===== src/hdl/cdgm_pkg.sv =====
`default_nettype none
package cdgm_pkg;
  localparam int RING_DEPTH  = 8192;
  localparam int RING_AW     = $clog2(RING_DEPTH);
  localparam int SAMPLE_BITS = 16;
  localparam int PLANE_W     = 48;
  localparam int SUM_W       = 2 * SAMPLE_BITS + 2;
  localparam int MAG_W       = 17;
  localparam int ROOT_STEPS  = SUM_W / 2;

  localparam logic [2:0] REG_SIZE_X = 3'd0;
  localparam logic [2:0] REG_SIZE_Y = 3'd1;
  localparam logic [2:0] REG_SIZE_Z = 3'd2;
  localparam logic [2:0] REG_SIZE_T = 3'd3;
  localparam logic [2:0] REG_SIZE_C = 3'd4;
  localparam logic [2:0] REG_AXIS   = 3'd5;

  typedef struct packed {
    logic                   fill;
    logic [RING_AW-1:0]     wp;
    logic [RING_AW-1:0]     ca;
    logic [SAMPLE_BITS-1:0] val;
    logic                   border;
    logic                   last;
  } job_t;

  typedef struct packed {
    logic [MAG_W-1:0] magnitude;
    logic             on_border;
    logic             last;
  } res_t;
endpackage
`default_nettype wire


===== src/hdl/cdgm_front.sv =====
`default_nettype none
module cdgm_front
  import cdgm_pkg::*;
(
  input  wire logic                   clk,
  input  wire logic                   rst_n,
  input  wire logic                   restart,
  input  wire logic [15:0]            ex,
  input  wire logic [11:0]            ey,
  input  wire logic [11:0]            ez,
  input  wire logic [11:0]            et,
  input  wire logic [11:0]            ec,
  input  wire logic [1:0]             mode,
  input  wire logic [PLANE_W-1:0]     plane,
  input  wire logic                   push,
  input  wire logic [SAMPLE_BITS-1:0] sample,
  input  wire logic                   flush,
  output logic                        full,
  output logic                        job_valid,
  output job_t                        job,
  input  wire logic                   job_ready
);
  logic [PLANE_W:0]   plane2;
  logic [RING_AW:0]   wp_r, wp_nxt, wp_inc;
  logic [RING_AW:0]   seen_r, seen_nxt;
  logic [11:0]        cc_r, ct_r, cz_r, cy_r;
  logic [15:0]        cx_r;
  logic               hv_r;
  job_t               hold_r;
  logic               take, ok, fill, brd, lst;
  logic [RING_AW:0]   ca;

  assign plane2 = {plane, 1'b0};
  assign ok   = plane2 <= (PLANE_W+1)'(RING_DEPTH);
  assign full = hv_r & ~job_ready;
  assign take = push & ~full & ok;
  assign fill = {{(PLANE_W-RING_AW-1){1'b0}}, seen_r} < plane;
  assign wp_inc = wp_r + 1'b1;
  assign wp_nxt = ({{(PLANE_W-RING_AW){1'b0}}, wp_inc} >= plane2) ? '0 : wp_inc;
  assign ca = ({{(PLANE_W-RING_AW-1){1'b0}}, wp_r} >= plane) ?
              wp_r - plane[RING_AW:0] : wp_r + plane[RING_AW:0];
  assign seen_nxt = seen_r + 1'b1;
  assign brd = cx_r == 16'd0 || cx_r == ex - 16'd1 || cy_r == 12'd0 || cy_r == ey - 12'd1 ||
               (mode[0] && (cz_r == 12'd0 || cz_r == ez - 12'd1)) ||
               (mode[1] && (ct_r == 12'd0 || ct_r == et - 12'd1));
  assign lst = cc_r == ec - 12'd1 && ct_r == et - 12'd1 && cz_r == ez - 12'd1 &&
               cy_r == ey - 12'd1 && cx_r == ex - 16'd1;
  assign job_valid = hv_r;
  assign job = hold_r;

  always_ff @(posedge clk) begin
    if (!rst_n) begin
      hv_r <= 1'b0;
    end else if (take) begin
      hv_r <= 1'b1;
    end else if (job_ready) begin
      hv_r <= 1'b0;
    end
    if (take) begin
      hold_r.fill   <= fill;
      hold_r.wp     <= wp_r[RING_AW-1:0];
      hold_r.ca     <= ca[RING_AW-1:0];
      hold_r.val    <= flush ? '0 : sample;
      hold_r.border <= brd;
      hold_r.last   <= lst;
    end
  end

  always_ff @(posedge clk) begin
    if (!rst_n || restart) begin
      wp_r <= '0; seen_r <= '0;
      cc_r <= '0; ct_r <= '0; cz_r <= '0; cy_r <= '0; cx_r <= '0;
    end else if (take) begin
      if (fill) begin
        wp_r <= wp_nxt;
        seen_r <= seen_nxt;
      end else if (lst) begin
        wp_r <= '0; seen_r <= '0;
        cc_r <= '0; ct_r <= '0; cz_r <= '0; cy_r <= '0; cx_r <= '0;
      end else begin
        wp_r <= wp_nxt;
        if (cc_r + 12'd1 >= ec) begin
          cc_r <= '0;
          if (ct_r + 12'd1 >= et) begin
            ct_r <= '0;
            if (cz_r + 12'd1 >= ez) begin
              cz_r <= '0;
              if (cy_r + 12'd1 >= ey) begin
                cy_r <= '0;
                cx_r <= cx_r + 16'd1;
              end else begin
                cy_r <= cy_r + 12'd1;
              end
            end else begin
              cz_r <= cz_r + 12'd1;
            end
          end else begin
            ct_r <= ct_r + 12'd1;
          end
        end else begin
          cc_r <= cc_r + 12'd1;
        end
      end
    end
  end
endmodule
`default_nettype wire


===== config.mk =====
export PLATFORM = sky130hd
export DESIGN_NAME = cdgm_front
export DESIGN_NICKNAME = d
export VERILOG_FILES = /design/src/hdl/cdgm_pkg.sv /design/src/hdl/cdgm_front.sv
export SDC_FILE = /design/constraint.sdc
export NUM_CORES = 1
export LEC_CHECK = 0
export BUFFER_PORTS_ARGS = -buffer_cell sky130_fd_sc_hd__buf_2
export CORE_ASPECT_RATIO = 0.8
export CORE_UTILIZATION = 28
export DETAILED_ROUTE_END_ITERATION = 8
export PLACE_DENSITY_LB_ADDON = 0.1
export SYNTH_ARGS = -nofsm -noshare
export SYNTH_HDL_FRONTEND = slang
export SYNTH_SLANG_ARGS = --single-unit

===== constraint.sdc =====
create_clock -name clk -period 4.6 [get_ports clk]
set_input_delay 0.23 -clock clk [delete_from_list [all_inputs] [get_ports clk]]
set_output_delay 0.23 -clock clk [all_outputs]
set_load 0.005 [all_outputs]

=== Word-level counts from Yosys, hierarchy flattened ===
Cells that the tools add are included.

* Flip-flop bits (word level): 138
* Memories: 0
* Latch bits: 0
* Bits in read-only memories: 0
* Memory bits (writable): 0
* Input bits: 136
* Word-level logic and storage cells: 105

* Shift operators: 0
* Magnitude comparators: 8
* Reduce and logical (&&, ||, !) cells: 31
* Multiplexer cells: 27
* Equality and inequality tests: 5
* $mul: 0
* Add/subtract/negate cells: 14
* Divide/modulo/power cells: 0
* Bitwise operators: 6

{| class="wikitable"
|+ Operators with widths
! kind !! count
|-
| two-way mux 12 bit || 14
|-
| two-way mux 16 bit || 5
|-
| two-way mux 14 bit || 5
|-
| greater-or-equal comparator 14 x 49 -> 1 bit || 1
|-
| <= comparator 49 x 14 -> 1 bit (second input constant) || 1
|-
| adder 12 x 1 -> 12 bit (second input constant) || 4
|-
| == test 12 bit || 4
|-
| greater-or-equal comparator 12 bit || 4
|-
| greater-or-equal comparator 14 x 48 -> 1 bit || 1
|-
| < comparator 14 x 48 -> 1 bit || 1
|-
| subtractor 12 x 1 -> 12 bit (second input constant) || 4
|-
| zero test 12 bit || 3
|-
| adder 14 x 1 -> 14 bit (second input constant) || 2
|-
| adder 16 x 1 -> 16 bit (second input constant) || 1
|-
| == test 16 bit || 1
|-
| zero test 16 bit || 1
|-
| subtractor 16 x 1 -> 16 bit (second input constant) || 1
|-
| adder 13 bit || 1
|-
| two-way mux 13 bit || 1
|-
| subtractor 13 bit || 1
|-
| nonzero test 2 bit || 6
|-
| logical OR 1 bit || 8
|-
| logical AND 1 bit || 6
|-
| AND reduction 6 bit || 1
|-
| other kinds (8) || 14
|}

=== Longest topological paths before layout ===
Gate-level depths: netlist of run 1.

* Word-level depth: 8
* Mapped depth: 23
* Depth with buffers taken out: 23

=== Worst setup path before layout of run 1 ===
OpenSTA, ideal clock, no wires.

* Path type: flip-flop to flip-flop
* Start: register wp_r[0]
* End: register hold_r (netlist bit job[30]), data pin
* Library setup time: 0.258 ns
* Path buffers: 1
* Setup slack: 0.450 ns
* Clock period less this slack: 4.150 ns
* Arrival: 3.892 ns
* Stages on the path, launching flop included: 24
* Cell sequence: dfxtp_1 -> inv_1 -> ha_1 -> inv_1 -> a21boi_0 -> o21a_1 -> o21ai_0 -> nand2b_1 -> a211oi_1 -> o211ai_1 -> a31oi_1 -> clkbuf_1 -> o31ai_1 -> xnor2_1 -> ha_1 -> o21ai_0 -> a21boi_0 -> o21ai_0 -> a21oi_1 -> a211o_1 -> a21o_1 -> a21oi_1 -> xnor2_1 -> xnor2_1

* Word-level cells in the longest chain between the ends: 2
* Elaborated cells on any way between the ends: 4
* Classes of those cells: add/sub (2); order compare (1); mux (1)

{| class="wikitable"
|+ Ends and longest elaborated chain
! what !! line !! source
|-
| from (decl) || cdgm_front.sv:24 || <nowiki>logic [RING_AW:0] wp_r, wp_nxt, wp_inc;</nowiki>
|-
| from (signal assigned) || cdgm_front.sv:75 || <nowiki>wp_r <= wp_nxt;</nowiki>
|-
| from (signal assigned) || cdgm_front.sv:81 || <nowiki>wp_r <= wp_nxt;</nowiki>
|-
| greater-or-equal comparator 14 x 48 -> 1 bit (tied with other cells) || cdgm_front.sv:40 || <nowiki>assign ca = ({{(PLANE_W-RING_AW-1){1'b0}}, wp_r} >= plane) ?</nowiki>
|-
| two-way mux 13 bit (*) || cdgm_front.sv:40 ||
|-
| named net ca[12] || cdgm_front.sv:31 || <nowiki>logic [RING_AW:0] ca;</nowiki>
|-
| to (decl) || cdgm_front.sv:29 || <nowiki>job_t hold_r;</nowiki>
|}

The timed path passes the listed nets; every way through them passes the cells marked *.
A chain may end at the register's enable or synchronous reset.

=== Worst setup path after layout of run 1 ===
Ends and elaborated chain as after synthesis.

==> reports/metrics.cfg, run 1 <==
[status]
outcome=complete, no violations

[setup_path]
reg2reg_slack_ns=0.33
cp.required_ns=4.79
r2r_start=wp_r[0]$_SDFFE_PP0P_
reg2reg_to=job[30]$_DFFE_PP_
path_class=flop to flop
cp-end-kind=flop
startpoint=wp_r[0]$_SDFFE_PP0P_
cp_max_fo=4
critPathLaunchType=flop
reg2regPathDepth=24
cp.arrival_ns=4.46

[synthesis]
syn_avg_cell_area_um2=8.38
ys_seq_area_share_pct=28.1
syn-cell-area_um2=11400
synth-edff-count=45
yosysWarningCount=0
ys_types=84
synthArstFlopShare_pct=0
ys_ff_latch=138
synth_ff_type=dfxtp_1
syn-num-nets=1616
synthCells=1363

[clocking]
cts_root_buf=clkbuf_16
clk_pin_slew_worst_paths_ns=0.07
htreeDepth=4
clock_latency_ns=0.43
cts_sinks=138
numCtsBuffers=17
cts_tree=built
clockBufferDepth=2

[grt]
antenna_found_initial=1
grt_start_max_net_pins=46
track_usage_pct=15.6
grt_pass1_vias=9728
grt_first_pass_wirelength_mm=52.5
overflow=0

[sta]
fmax_mhz=234
rsz0062_at_grt=no
whs_ns=0.0902
drv_slew=0
fin_setup_tns_ns=0
finalSetupViolCount=0
skew_ns=0.0119
timing.final.crit_share_pct=92.9
fin_crit_ns=4.27
hold_viol=0
relSlewSlack_pct=33.4
tightest_slew_ns=0.997

[finish]
nets=1799
syn2layout_area_growth_pct=19.6
final_common_cell=buf_2
final_cell_mix=182 x buf_2, 116 x ha_1, 104 x nor2_1
num-fill-cells=4233
post-route-util_pct=34.3
drive_gt1_share_pct=18.0
diodes=0
design_area_um2=13700

[die]
start_util_pct=28.7
rows=65
fp.dieH_um=183
die_area_um2=41600
die_x_um=228
core_um2=39800
io_pins=183

[drt]
drtIter0Drc=513
wl_per_cell_um=15.3
detail_route.drc_violations=0
firstDrtPassIters=5
antenna_left=0
vias=10240
viasPerCell=4.89
totalWireLength_mm=32.1

[min_path]
whs_path_depth=2
hold_path_end=job[3]$_SDFFCE_PP0P_
hold_path_startpoint=sample[1]
hold_path.class=input port to flop

[placed_design]
io_buffer_count=182
dp_hpwl_mm=25.5
globalplace.congestion=0.813
placed_cell_area_um2=13000

[pwr]
power_mw=3.01
vdd.ir_drop.worst_v=0.000192
p_per_area_nw_per_um2=220
leakage_nw=5.96

[run]
max_cap_violations=0

area by class of cell:
type	count	area, um^2	share of cell area [%]
clock buffer	18	429	3.14
clock inverter	14	160	1.17
sequential	138	3210	23.5
tap	536	671	4.91
timing repair buffer	213	1160	8.46
inverter	104	392	2.87
multi-input combinational	1072	7640	55.9
stage by stage:
| stage | setup slack, ns | cells |
|---|---|---|
| finish | 0.326 | 2095 |
| global route | 0.0197 | 2095 |
| CTS | 0.0560 | 2094 |
| detailed placement | 0.0160 | 2062 |
| global placement | 0.0509 | 2062 |
| floorplan | 0.450 | 1363 |
flip-flops by register name, summed over array words and instances, names as in the netlist:
signal     count
cc_r          12
seen_r        14
ct_r          12
cx_r          16
cy_r          12
job           45
wp_r          14
job_valid      1
cz_r          12
cell families (layout without fill, tap and decap cells):
family                   Yosys count  count (layout)  synth area share, %
AND/OR/NAND/NOR                  507             507                 24.2
AO/OA/AOI/OAI                    277             277                 16.3
XOR/XNOR                         165             165                 12.7
buffers and inverters            153             349                 5.27
flip-flops                       138             138                 28.1
adder cells (fa/ha/maj)          117             117                 12.9
multiplexers                       6               6                0.548
worst max-delay path by stage:
stage	endpoint	slack, ns	cells past startpoint
after floorplan	job[30]$_DFFE_PP_	0.45	23
after global placement	job[30]$_DFFE_PP_	0.05	24
after detailed placement	job[30]$_DFFE_PP_	0.02	24
after CTS	job[30]$_DFFE_PP_	0.06	24
after global routing	job[30]$_DFFE_PP_	0.02	24
final	job[30]$_DFFE_PP_	0.33	24
where the power goes:
part	switching [mW]	internal [mW]
Combinational	0.187	0.147
Sequential	0.00000000000139	1.25
Clock	0.604	0.813
Total	0.792	2.21
per-layer routing:
layer	routed length (um)	vias to the layer above	GRT usage [%]	part of all wire, %
met3	962	14	2.55	3.0
met4	218	0	3.16	0.68
met5	0	-	0	0
met1	17600	4763	23.5	55
met2	13300	167	23.1	41
li1	-	5296	-	-
synth_stat cells, drive strengths merged, types with 39 or more instances:
master,instances,share of area (%)
nand3,48,2.2
nor2,105,3.5
dfxtp,93,16
xor2,66,5.1
xnor2,99,7.6
ha,116,13
o21ai,64,3.0
and3,42,2.3
edfxtp,45,12
a21oi,50,2.2
nand2,85,2.8
clkbuf,39,1.3
inv,103,3.4
critical path: stages, from the launching register on:
cell and delay [ns]:
dfxtp_2 0.32, inv_1 0.06, ha_1 0.27, inv_1 0.08, a21boi_0 0.09, o21a_1 0.18, o21ai_1 0.11, nand2b_1 0.08
a211oi_2 0.20, o211ai_1 0.12, a31oi_1 0.16, buf_4 0.17, and2_1 0.14, xnor2_1 0.13, ha_1 0.26, nor2b_1 0.14
o21ai_1 0.19, a21boi_1 0.12, o21ai_1 0.23, a21oi_2 0.11, a211o_1 0.34, a21o_1 0.20, a21oi_2 0.14, xnor2_1 0.14
xnor2_1 0.08
repair_timing:
item | in CTS | in global routing
buffers inserted | 0 | 1
cloned | 0 | 0
resized for setup | 1 | 12
pin swaps | 0 | 9
hold buffers | 0 | 0
endpoints found under the setup margin | 1 | 10
No activity file was read; power rests on OpenSTA's default activity.
==> run 2: changes to the inputs <==
--- a/config.mk
+++ b/config.mk
@@ -7,7 +7,7 @@
 export LEC_CHECK = 0
 export BUFFER_PORTS_ARGS = -buffer_cell sky130_fd_sc_hd__buf_2
 export CORE_ASPECT_RATIO = 0.8
-export CORE_UTILIZATION = 28
+export CORE_UTILIZATION = 58
 export DETAILED_ROUTE_END_ITERATION = 8
 export PLACE_DENSITY_LB_ADDON = 0.1
 export SYNTH_ARGS = -nofsm -noshare
==> run 2 against run 1 <==
Combinational power about the same. Worst hold slack got worse by 0.0064 ns. Power decreased by 1.3%. Non-clock buffer count decreased by 4. Utilization increased by 35 points. Sequential power about the same. Largest cell class unchanged. Sequential cell count unchanged.
==> reports/metrics.cfg, run 2 (synthesized netlist as in run 1, its figures left out) <==
[drt]
totalWireLength_mm=28.4  ; -12%
detail_route.drc_violations=0  ; unchanged
antenna_left=0  ; unchanged
wl_per_cell_um=15.7  ; +2.3%
vias=10585  ; +3.4%
drtIter0Drc=879  ; +71%
firstDrtPassIters=5  ; unchanged
viasPerCell=5.84  ; +19%

[setup_path]
r2r_start=wp_r[0]$_SDFFE_PP0P_
cp.arrival_ns=4.58  ; +0.12 ns
critPathLaunchType=flop
reg2reg_to=job[30]$_DFFE_PP_
reg2reg_slack_ns=0.21  ; -0.12 ns
reg2regPathDepth=23  ; -4.2%
cp.required_ns=4.78  ; about the same
cp-end-kind=flop
path_class=flop to flop
cp_max_fo=3  ; -1

[sta]
drv_slew=0  ; unchanged
fmax_mhz=228  ; -2.7%
hold_viol=0  ; unchanged
relSlewSlack_pct=30.6  ; -2.8 points
fin_crit_ns=4.39  ; +0.119 ns
whs_ns=0.0838  ; -0.00642 ns
fin_setup_tns_ns=0  ; unchanged
timing.final.crit_share_pct=95.5  ; +2.6 points
fin_ws_ns=0.207  ; -0.119 ns
finalSetupViolCount=0  ; unchanged
skew_ns=0.0124  ; +0.000448 ns
tightest_slew_ns=1.04  ; +0.0417 ns

[clocking]
cts_root_buf=clkbuf_16
clk_pin_slew_worst_paths_ns=0.07  ; about the same
htreeDepth=4  ; unchanged
cts_sinks=138  ; unchanged
clockBufferDepth=2  ; unchanged
cts_tree=built
postCtsHoldBufs=0  ; unchanged
clock_latency_ns=0.43  ; about the same
numCtsBuffers=17  ; unchanged

[die]
die_area_um2=20300  ; -51%
die_x_um=159  ; -30%
start_util_pct=59.6  ; +31 points
rows=45  ; -31%
io_pins=183  ; unchanged
fp.dieH_um=127  ; -30%
core_um2=19100  ; -52%

[finish]
final_common_cell=buf_2
drive_gt1_share_pct=18.1  ; +0.17 points
syn2layout_area_growth_pct=16.5
final_cell_mix=182 x buf_2, 116 x ha_1, 104 x nor2_1
num-fill-cells=1598  ; -62%
diodes=0  ; unchanged
multiInputGateArea_um2=7660  ; +0.28%
post-route-util_pct=69.5  ; +35 points
nets=1795  ; -0.22%
largest_reg_flops=45  ; unchanged
ff_latch_area_um2=3210  ; about the same

[placed_design]
io_buffer_count=182  ; unchanged
dp_slack_ns=-0.0514  ; -0.0674 ns
globalplace.congestion=0.881  ; +8.3%
dp_hpwl_mm=21.9  ; -14%

[grt]
grt_start_max_net_pins=44  ; -4.3%
grt_first_pass_wirelength_mm=46.6  ; -11%
overflow=0  ; unchanged
grt_pass1_vias=9532  ; -2.0%
antenna_found_initial=0  ; -1
track_usage_pct=27.9  ; +12 points

[min_path]
hold_path_end=job_valid$_SDFFE_PN0P_
hold_path.class=input port to flop
whs_path_depth=2  ; unchanged
hold_path_startpoint=rst_n

[pwr]
p_sw_mw=0.831  ; +4.9%
p_seq_share_pct=42.3  ; +0.6 points
comb_power_share_pct=11.4  ; +0.3 points
internal_power_mw=2.14  ; -3.6%
vdd.ir_drop.worst_v=0.000254  ; +32%
leakage_nw=5.94  ; -0.23%
clockPowerShare_pct=46.4  ; -0.8 points
p_per_area_nw_per_um2=223  ; +1.3%
switching_share_pct=28.0  ; +1.7 points

[run]
max_cap_violations=0  ; unchanged

[status]
outcome=complete, no violations

==> run 2: cell type report <==
cell class | instances | area share, %
tap | 258 | 2.43
multi-input combinational | 1072 | 57.6
clock buffer | 17 | 3.20
inverter | 104 | 2.95
timing repair buffer | 209 | 8.37
clock inverter | 15 | 1.30
sequential | 138 | 24.2
==> run 2: worst max path at each step <==
stage,startpoint,to,depth (start not counted)
finish,wp_r[0]$_SDFFE_PP0P_,job[30]$_DFFE_PP_,23
CTS,wp_r[0]$_SDFFE_PP0P_,job[30]$_DFFE_PP_,24
global route,wp_r[0]$_SDFFE_PP0P_,job[30]$_DFFE_PP_,23
global placement,plane[1],job[30]$_DFFE_PP_,24
floorplan,wp_r[0]$_SDFFE_PP0P_,job[30]$_DFFE_PP_,23
detailed placement,plane[1],job[30]$_DFFE_PP_,24
==> run 2: stage by stage <==
step | cell area, um^2 | power (mW) | std cells
final | 13300 | 2.97 | 1813
after global routing | 13300 | 3.08 | 1813
after CTS | 13200 | 2.98 | 1812
after detailed placement | 12600 | 1.61 | 1780
after global placement | 12600 | 1.60 | 1780
after floorplan | 11400 | 1.47 | 1363
==> run 2: routing by layer <==
layer / global-route usage, % / part of all wire, % / vias up
met5: 0 / 0 / -
met4: 6.45 / 1.3 / 0
met3: 4.64 / 5.9 / 26
met2: 42.6 / 42 / 364
met1: 41.0 / 50 / 4904
li1: - / - / 5291
==> run 2: power by group through the flow <==
stage                     combinational, mW  clock, mW  sequential [mW]
after global placement                0.319          0             1.28
after global routing                  0.376       1.45             1.25
final                                 0.337       1.38             1.25
after detailed placement              0.327          0             1.28
after floorplan                       0.192          0             1.28
after CTS                             0.330       1.39             1.25
==> run 2: timing repair <==
| item | 4_1_cts | 5_1_grt |
|---|---|---|
| pin swaps | 1 | 6 |
| gates resized for setup | 2 | 15 |
| endpoints found under the setup margin | 1 | 10 |
| setup buffers | 0 | 1 |
==> run 2: critical path, cell delays in order (launching register included) <==
cell      delay [ns]
dfxtp_1         0.33
inv_1           0.06
ha_1            0.26
inv_1           0.09
a21boi_0        0.13
o21a_1          0.19
o21ai_0         0.15
nand2b_1        0.09
a211oi_2        0.22
o211ai_1        0.13
a31oi_2         0.24
and2_1          0.17
xnor2_1         0.14
ha_1            0.29
nor2b_1         0.16
o21ai_2         0.18
a21boi_2        0.10
o21ai_2         0.21
a21oi_2         0.09
a211o_1         0.33
a21o_1          0.20
a21oi_2         0.15
xnor2_1         0.14
xnor2_1         0.08
